**config.mk**
```make
export PLATFORM = sky130hd
export DESIGN_NAME = cpa_div
export DESIGN_NICKNAME = d
export VERILOG_FILES = /design/src/sv/paged_cache_page_allocator_macros.svh /design/src/sv/cpa_pkg.sv /design/src/sv/cpa_div.sv
export SDC_FILE = /design/constraint.sdc
export NUM_CORES = 1
export LEC_CHECK = 0
export ABC_AREA = 1
export BUFFER_PORTS_ARGS = -buffer_cell sky130_fd_sc_hd__buf_2
export CAP_MARGIN = 30
export CORE_UTILIZATION = 45
export CTS_BUF_LIST = sky130_fd_sc_hd__clkbuf_4
export DETAILED_ROUTE_END_ITERATION = 10
export PLACE_DENSITY_LB_ADDON = 0.08
export SYNTH_ARGS = -nofsm -noshare
export SYNTH_HDL_FRONTEND = slang
export SYNTH_SLANG_ARGS = --single-unit
```
**constraint.sdc**
```tcl
create_clock -name clk -period 6.26 [get_ports clk]
set_input_delay 0.939 -clock clk [delete_from_list [all_inputs] [get_ports clk]]
set_output_delay 0.939 -clock clk [all_outputs]
set_load 0.01 [all_outputs]
```
**src/sv/paged_cache_page_allocator_macros.svh**
```systemverilog
// Assertion helpers; clk and arst_n come from the module that expands them.
`ifndef PAGED_CACHE_PAGE_ALLOCATOR_MACROS_SVH
`define PAGED_CACHE_PAGE_ALLOCATOR_MACROS_SVH

`define CPA_ASSERT(lbl, expr, msg) \
	lbl: assert property (@(posedge clk) disable iff (!arst_n) (expr)) else $error(msg);

`define CPA_IMPLY(lbl, ante, cons, msg) \
	lbl: assert property (@(posedge clk) disable iff (!arst_n) (ante) |-> (cons)) else $error(msg);

`endif

```
**src/sv/cpa_pkg.sv**
```systemverilog
`default_nettype none
package cpa_pkg;
	localparam int MAX_PAGES         = 1024;
	localparam int MAX_SEQUENCES     = 64;
	localparam int MAX_PAGES_PER_SEQ = 32;

	localparam int PAGE_W   = $clog2(MAX_PAGES);
	localparam int CNT_W    = PAGE_W + 1;
	localparam int SLOT_W   = $clog2(MAX_SEQUENCES);
	localparam int SEQCNT_W = SLOT_W + 1;
	localparam int PIDX_W   = $clog2(MAX_PAGES_PER_SEQ);
	localparam int PCNT_W   = PIDX_W + 1;
	localparam int TOK_W    = 24;
	localparam int ID_W     = 64;
	localparam int PS_W     = 17;
	localparam int NEED_W   = TOK_W + 1;
	localparam int MODE_W   = 3;
	localparam int STATUS_W = 3;
	localparam int PS_MAX   = 65536;

	typedef logic [STATUS_W-1:0] status_t;
	localparam status_t ST_OK         = 3'd0;
	localparam status_t ST_BAD_ID     = 3'd1;
	localparam status_t ST_DUP        = 3'd2;
	localparam status_t ST_NOT_FOUND  = 3'd3;
	localparam status_t ST_NO_PAGES   = 3'd4;
	localparam status_t ST_SLOTS_FULL = 3'd5;
	localparam status_t ST_OVER       = 3'd6;
	localparam status_t ST_NOT_READY  = 3'd7;

	typedef logic [MODE_W-1:0] mode_t;
	localparam mode_t MODE_RESERVE = 3'd0;
	localparam mode_t MODE_GROW    = 3'd1;
	localparam mode_t MODE_COMMIT  = 3'd2;
	localparam mode_t MODE_RELEASE = 3'd3;
	localparam mode_t MODE_QUERY   = 3'd4;
	localparam mode_t MODE_DUMP    = 3'd5;
	localparam mode_t MODE_STATS   = 3'd6;
	localparam mode_t MODE_SPARE   = 3'd7;

	localparam logic REG_TOTAL_PAGES = 1'b0;
	localparam logic REG_PAGE_SIZE   = 1'b1;

	typedef struct packed {
		logic init;
		logic pop;
		logic push;
	} free_ctl_t;
endpackage
`default_nettype wire

```
**src/sv/cpa_div.sv**
```systemverilog
`default_nettype none
module cpa_div (
	input  wire logic                      clk,
	input  wire logic                      arst_n,
	input  wire logic                      start,
	input  wire logic [cpa_pkg::TOK_W-1:0] dividend,
	input  wire logic [cpa_pkg::PS_W-1:0]  divisor,
	output logic                           done,
	output logic [cpa_pkg::NEED_W-1:0]     need
);
	import cpa_pkg::*;

	localparam int STEP_W = $clog2(TOK_W);

	logic              busy_q;
	logic [STEP_W-1:0] step_q;
	logic [PS_W-1:0]   rem_q;
	logic [TOK_W-1:0]  quo_q;
	logic [PS_W-1:0]   dvs_q;
	logic [PS_W:0]     trial;
	logic              fits;

	assign trial = {rem_q, quo_q[TOK_W-1]};
	assign fits  = trial >= {1'b0, dvs_q};
	assign done  = !busy_q;
	assign need  = {1'b0, quo_q} + NEED_W'(rem_q != '0);

	always_ff @(posedge clk or negedge arst_n) begin
		if (!arst_n) begin
			busy_q <= 1'b0;
			step_q <= '0;
		end else if (start) begin
			busy_q <= 1'b1;
			step_q <= '0;
		end else if (busy_q) begin
			step_q <= step_q + 1'b1;
			if (step_q == STEP_W'(TOK_W - 1))
				busy_q <= 1'b0;
		end
	end

	always_ff @(posedge clk) begin
		if (start) begin
			rem_q <= '0;
			quo_q <= dividend;
			dvs_q <= divisor;
		end else if (busy_q) begin
			rem_q <= fits ? PS_W'(trial - {1'b0, dvs_q}) : trial[PS_W-1:0];
			quo_q <= {quo_q[TOK_W-2:0], fits};
		end
	end
endmodule
`default_nettype wire

```
==> impl_metrics.py, run 1 <==
metrics = {
    "clock_tree": {
        "cts_buffers": 9,
        "cts_tree": "done",
        "htreeDepth": 3,
        "postCtsHoldBufs": 0,
        "cts_sinks": 64,
        "postCtsSetupRepairBufs": 0,
        "ctsLongestPathBuffers": 2,
        "clk_transition_reported_paths_ns": 0.13,
        "post_cts.resized_instances": 0,
        "clock_insertion_delay_worst_skew_ns": 0.42,
        "cts-root-buf": "clkbuf_4",
    },
    "route": {
        "detailedRoute.firstPassIterationCount": 4,
        "total_vias_in_the_final_route": 3862,
        "detail_route_antenna_nets": 0,
        "detailedRoute.firstIterationViolations": 181,
        "post_detailed_route_drc_marker_count": 0,
        "wl_um": 10300,
        "routed_via_density": 4.89,
        "detail_route.wl_per_cell_um": 13.0,
    },
    "synthesis": {
        "post_synth_most_frequent_cells": "187 x nand2_1, 100 x inv_1, 43 x nand3_1",
        "synth.most_common_cell": "nand2_1",
        "yosysWarningCount": 0,
        "synth_cell_type_count": 29,
        "complex_gate_fraction_of_the_synthesized_area_pct": 5.19,
        "yosys.area_share.xor_xnor_pct": 5.89,
        "number_of_synthesized_flops_with_an_enable_pin": 41,
        "synth_top_area_share_pct": 28.5,
        "async_flop_share_pct": 9.38,
        "simple_gate_share_of_the_synthesized_area_pct": 32.0,
        "post_synth_main_area_contributors": "edfxtp_1 29%, nand2_1 16%, inv_1 8.7%",
        "dominantRegCellSynth": "edfxtp_1",
        "postSynthNetCount": 648,
        "ffs_latches_synth": 64,
        "adder_and_majority_cell_fraction_of_the_synthesized_area_pct": 6.27,
        "mean_instance_size_in_the_synthesized_netlist_um2": 7.40,
        "main_combinational_cell_family_by_area_after_synthesis": "simple AND/OR/NAND/NOR gates",
        "post_synth_mux_area_share_pct": 0,
        "synth_seq_area_share_pct": 39.9,
        "synth_top_cell_by_area": "edfxtp_1",
        "netlist_instances": 583,
        "synthesis.area_um2": 4310,
    },
    "layout": {
        "multi_input_comb_area_um2": 2130,
        "register_area_um2": 1720,
        "n_fill_cell": 951,
        "antenna_cells": 0,
        "layout.core_utilization_pct": 52.9,
        "area.growth.synth_to_final_pct": 13.8,
        "final_layout_size_suffix_gt1_share_pct": 15.2,
        "finalNetCount": 720,
    },
    "floorplanning": {
        "coreArea_um2": 9280,
        "floorplan.die.height_um": 99.9,
        "initial_utilization_pct": 46.5,
        "rows": 35,
        "floorplan.io_pins": 70,
        "overall_die_area_um2": 9980,
        "die_width_um": 99.9,
    },
    "grt": {
        "grt_antenna_before_repair": 0,
        "globalRouteOverflowTotal": 0,
        "groute.usage.overall_pct": 21.9,
        "grt_pass1_wl_um": 17000,
        "grt_start_max_net_pins": 64,
        "grt_pass1_vias": 3682,
    },
    "sta": {
        "finalHoldWorstSlack_ns": 0.312,
        "fmax_mhz": 277,
        "fin_setup_tns_ns": 0,
        "worst_max_slew_pin_slew_ns": 0.958,
        "max_slew_margin_pct": 35.9,
        "fin_crit_sh_pct": 57.8,
        "postLayoutSetupSlackWorst_ns": 2.64,
        "finalMaxSlewViolations": 0,
        "timing.final.setup_violations": 0,
        "report.final.hold_viol_count": 0,
        "finalCriticalPeriod_ns": 3.62,
        "grt_setup_unrepaired": "false",
        "fin_skew_ns": 0.0214,
    },
    "worst_setup_path": {
        "cp_delay_by_family_top": "simple AND/OR/NAND/NOR gates",
        "arrival_ns": 2.68,
        "worstPathMaxFanout": 3,
        "r2r-start": "quo_q[23]",
        "largest_incremental_delay_on_the_critical_path_ns": 0.36,
        "regToRegEndpoint": "rem_q[10]",
        "setup.worst_path.start_class": "register",
        "worst_path_max_delay_cell": "dfxtp_1",
        "timing_worst_setup_path_type": "register to primary output",
        "timing.critical_path.cells": "inv_1 -> nand4_1 -> nor3_1 -> nand4_1 -> ha_1 -> ha_1 -> nand3_2 -> nor3_2 -> nand2_2 -> nor2_1 -> nand2_1 -> nor2_1 -> xor2_1 -> buf_2",
        "reg2reg_depth": 11,
        "critical_path_required_ns": 5.32,
        "cp_num_buf_inv": 2,
        "critical_path.endpoint_type": "primary output",
        "flop2flop_setup_slack_ns": 3.60,
    },
    "power_and_ir_drop": {
        "max-vdd-ir-drop_v": 0.000140,
        "design_power_total_w": 0.00154,
        "powerDensity_nw_per_um2": 314,
        "p_leak_nw": 2.52,
    },
    "place": {
        "port-buffer-count": 69,
        "pre_cts_ws_ns": 3.01,
        "dp.final_hpwl_um": 7710,
        "gp_routability_congestion": 0.871,
    },
    "outcome": {
        "run_status": "finished, final reports clean",
    },
    "job": {
        "cap_viol_max_count": 0,
    },
    "min_path": {
        "min-delay-path-class": "primary input to async pin",
    },
}
## stage by stage
step	cells	instance area [um2]
finish	789	4910
global route	789	4910
CTS	789	4910
detailed placement	773	4790
global placement	772	4760
floorplan	583	4310
## layout make-up
| class | instances | share of cell area, % |
|---|---|---|
| Multi-Input combinational cell | 406 | 43.4 |
| Sequential cell | 64 | 35.1 |
| Timing Repair Buffer | 73 | 8.06 |
| Inverter | 101 | 7.72 |
| Tap cell | 129 | 3.29 |
| Clock buffer | 9 | 1.38 |
| Clock inverter | 7 | 1.12 |
## per-layer routing
layer | vias up | part of all wire, % | wire length [um] | global-route usage, %
li1 | 2009 | - | - | -
met1 | 1717 | 46 | 4770 | 28.4
met2 | 119 | 46 | 4740 | 36.3
met3 | 17 | 5.1 | 521 | 3.55
met4 | 0 | 2.3 | 232 | 9.28
met5 | - | 0 | 0 | 0
## cells by family (layout without fill, tap and decap cells)
| family | after synthesis | after routing |
|---|---|---|
| fa+ha+maj | 21 | 21 |
| flops | 64 | 64 |
| buf+inv | 113 | 190 |
| xor+xnor | 29 | 29 |
| simple gates | 313 | 313 |
| compound gates | 43 | 43 |
## worst register-to-register path, stage by stage, from the launching register on
cell      delay [ns]
edfxtp_1        0.40
inv_1           0.17
ha_1            0.17
inv_1           0.09
fa_1            0.45
nand3_1         0.13
nand3_2         0.12
nand2_2         0.36
nand2_2         0.34
o21ai_0         0.20
nand3_1         0.10
nand2_1         0.07
## how the worst max path moves through the flow
| stage | from | end | slack (ns) | cells past startpoint |
|---|---|---|---|---|
| global placement | rem_q[9] | need[22] | 3.05 | 12 |
| CTS | rem_q[9] | need[22] | 2.55 | 12 |
| finish | rem_q[4] | need[22] | 2.64 | 14 |
| floorplan | rem_q[3] | need[18] | 3.43 | 13 |
| global route | rem_q[1] | need[22] | 2.38 | 14 |
| detailed placement | rem_q[9] | need[22] | 3.01 | 12 |
## sequential cells by signal, summed over array words and instances, names as in the netlist
signal and flops:
dvs_q 17, rem_q 17, quo_q 24, step_q 5, busy_q 1
## layout by cell type (no fill, tap or decap), types with 6 or more instances in the layout
| cell type | n |
|---|---|
| nand3_1 | 43 |
| xnor2_1 | 7 |
| o21ai_0 | 27 |
| inv_1 | 100 |
| nand3b_1 | 12 |
| dfxtp_1 | 17 |
| nor3_1 | 14 |
| nor4_1 | 6 |
| nand2_1 | 187 |
| edfxtp_1 | 41 |
| ha_1 | 20 |
| clkbuf_4 | 9 |
| dfrtp_1 | 6 |
| xor2_1 | 22 |
| nor2_1 | 29 |
| nand4_1 | 10 |
| a21oi_1 | 12 |
| buf_2 | 69 |
## where the power goes
group	internal (W)	switching, W
logic	0.000269	0.000439
registers	0.000521	0.0000559
clock network	0.0000846	0.000172
Power figures use the tool's default switching activity.
==> inputs of run 2 (changes only) <==
ABC_AREA = 0   (was 1)
clock period = 3 ns   (was 6.26 ns; I/O delays follow)
==> run 2 against run 1 <==
  * Non-clock buffer count rose by 11
  * Clock power rose to 3.0 times the previous value
  * The flow now finishes with violations (negative setup slack)
  * Power rose by 40%
  * Sequential power rose by 82%
==> impl_metrics.py, run 2 <==
metrics = {
    "route": {
        "routed_via_density": 5.36,
        "detailedRoute.firstIterationViolations": 98,
        "wl_um": 8790,
        "detail_route.wl_per_cell_um": 15.3,
        "detail_route_antenna_nets": 0,
        "post_detailed_route_drc_marker_count": 0,
        "total_vias_in_the_final_route": 3079,
        "detailedRoute.firstPassIterationCount": 4,
    },
    "grt": {
        "grt_start_max_net_pins": 55,
        "groute.usage.overall_pct": 20.9,
        "grt_antenna_before_repair": 0,
        "grt_pass1_vias": 2994,
        "grt_pass1_wl_um": 14200,
        "globalRouteOverflowTotal": 0,
    },
    "synthesis": {
        "yosys.area_share.xor_xnor_pct": 8.58,
        "complex_gate_fraction_of_the_synthesized_area_pct": 11.3,
        "post_synth_mux_area_share_pct": 9.48,
        "synthesis.area_um2": 3880,
        "simple_gate_share_of_the_synthesized_area_pct": 14.9,
        "post_synth_most_frequent_cells": "41 x edfxtp_1, 37 x nand2_1, 28 x nor2_1, 28 x o21ai_0, 26 x xnor2_1",
        "synth.most_common_cell": "edfxtp_1",
        "synth_top_area_share_pct": 31.7,
        "async_flop_share_pct": 9.38,
        "number_of_synthesized_flops_with_an_enable_pin": 41,
        "synth_cell_type_count": 51,
        "dominantRegCellSynth": "edfxtp_1",
        "post_synth_main_area_contributors": "edfxtp_1 32%, dfxtp_1 8.8%, ha_1 6.5%",
        "synth_top_cell_by_area": "edfxtp_1",
        "synth_seq_area_share_pct": 44.4,
        "adder_and_majority_cell_fraction_of_the_synthesized_area_pct": 6.97,
        "mean_instance_size_in_the_synthesized_netlist_um2": 10.2,
        "main_combinational_cell_family_by_area_after_synthesis": "simple AND/OR/NAND/NOR gates",
        "yosysWarningCount": 0,
        "netlist_instances": 381,
        "ffs_latches_synth": 64,
        "postSynthNetCount": 446,
    },
    "worst_setup_path": {
        "arrival_ns": 2.68,
        "setup.worst_path.start_class": "register",
        "critical_path_required_ns": 2.55,
        "critical_path.endpoint_type": "primary output",
        "cp_delay_by_family_top": "simple AND/OR/NAND/NOR gates",
        "worstPathMaxFanout": 3,
        "worst_path_max_delay_cell": "or4_4",
        "timing_worst_setup_path_type": "register to primary output",
        "cp_num_buf_inv": 2,
        "largest_incremental_delay_on_the_critical_path_ns": 0.45,
        "timing.critical_path.cells": "nor4_4 -> nand4_1 -> or4_4 -> ha_4 -> ha_4 -> nand3_4 -> buf_6 -> nor3_4 -> nand4_1 -> xnor2_1 -> buf_2",
    },
    "outcome": {
        "run_status": "finished, violations left",
        "violations": "negative setup slack",
    },
    "layout": {
        "n_fill_cell": 744,
        "largest_register_ffs": 24,
        "area.growth.synth_to_final_pct": 23.5,
        "biggestRegsByFlops": "quo_q (24), dvs_q (17), rem_q (17)",
        "antenna_cells": 0,
        "largest_register": "quo_q",
        "final_layout_size_suffix_gt1_share_pct": 33.7,
        "layout_common_cells": "69 x buf_2, 41 x edfxtp_1, 37 x nand2_1, 28 x o21ai_0, 25 x nor2_1",
        "postLayoutCellArea_um2": 4790,
        "layout.cells.most_common": "buf_2",
        "finalNetCount": 529,
    },
    "floorplanning": {
        "floorplan.die.height_um": 94.8,
        "coreArea_um2": 8300,
        "die_width_um": 94.8,
        "rows": 33,
        "overall_die_area_um2": 8990,
        "initial_utilization_pct": 46.7,
        "floorplan.io_pins": 70,
    },
    "sta": {
        "grt_setup_unrepaired": "true",
        "finalMaxSlewViolations": 0,
        "max_slew_margin_pct": 56.9,
        "fin_crit_sh_pct": 104,
        "fin_skew_ns": 0.0169,
        "finalCriticalPeriod_ns": 3.13,
        "fmax_mhz": 319,
        "worst_max_slew_pin_slew_ns": 0.647,
        "report.final.hold_viol_count": 0,
        "postLayoutSetupSlackWorst_ns": -0.132,
        "timing.final.setup_violations": 16,
    },
    "clock_tree": {
        "cts_sinks": 64,
        "cts_tree": "done",
        "htreeDepth": 3,
        "clk_transition_reported_paths_ns": 0.12,
        "clock_insertion_delay_worst_skew_ns": 0.42,
        "ctsLongestPathBuffers": 2,
        "cts_buffers": 9,
        "cts-root-buf": "clkbuf_4",
    },
    "place": {
        "placed_cell_area_um2": 4370,
        "gp_routability_congestion": 0.823,
        "port-buffer-count": 69,
        "dp.final_hpwl_um": 6270,
        "pre_cts_ws_ns": -0.206,
    },
    "power_and_ir_drop": {
        "powerDensity_nw_per_um2": 452,
        "p_leak_nw": 2.01,
        "max-vdd-ir-drop_v": 0.000302,
    },
    "job": {
        "cap_viol_max_count": 0,
    },
    "min_path": {
        "min-delay-path-class": "primary input to register",
    },
}
## run 2: final timing paths
check,end,cells past startpoint,startpoint,slack (ns)
setup reg to reg,rem_q[5],11,quo_q[23],0.18
max in group asynchronous,step_q[4],2,arst_n,2.48
min in group asynchronous,step_q[3],2,arst_n,0.36
hold / removal,dvs_q[11],1,divisor[11],0.19
hold reg to reg,rem_q[4],2,rem_q[4],0.50
setup / recovery,need[10],11,rem_q[15],-0.13
## run 2: layout make-up
type	instances	area [um2]	area share [%]
inverter	24	90.1	1.88
tap	105	131	2.74
sequential	64	1740	36.4
clock buffer	9	67.6	1.41
timing repair buffer	84	480	10.0
multi-input combinational	281	2160	45.1
clock inverter	7	119	2.48
## run 2: timing repair
action                                  in CTS  in global routing
hold buffers                                 1                  0
endpoints found under the hold margin        6                  0
resized for setup                           30                 14
endpoints found under the setup margin      21                 21
pin swaps                                   22                 17
buffers inserted                             4                  1
## run 2: logic make-up after synthesis
family | count (synthesis)
flops | 64
xor+xnor | 38
simple gates | 118
fa+ha+maj | 21
buf+inv | 36
compound gates | 70
mux | 34
## run 2: through the flow
stage	std cells	setup TNS (ns)	hold slack [ns]	total power, W	util [%]
2_1_floorplan	381	0	0.154	0.00127	-
3_3_place_gp	552	-0.00238	0.280	0.00138	52.5
3_5_place_dp	553	-0.350	0.278	0.00139	52.6
4_1_cts	574	-1.47	0.162	0.00218	57.2
5_1_grt	574	-3.15	0.154	0.00227	57.7
6_report	574	-0.814	0.195	0.00216	57.7
## run 2: power by group
group	total [W]	switching, W	internal (W)
combinational	0.000334	0.000171	0.000163
clock	0.000775	0.000351	0.000423
sequential	0.00105	0.0000527	0.00100
total	0.00216	0.000575	0.00159
## run 2: metal layers
layer | GRT usage (%) | up-vias | part of all wire, % | wire length, um
met4 | 6.94 | 0 | 1.0 | 88
met5 | 0 | - | 0 | 0
met3 | 4.59 | 11 | 3.4 | 302
li1 | - | 1542 | - | -
met1 | 27.8 | 1470 | 49 | 4350
met2 | 33.5 | 56 | 46 | 4050
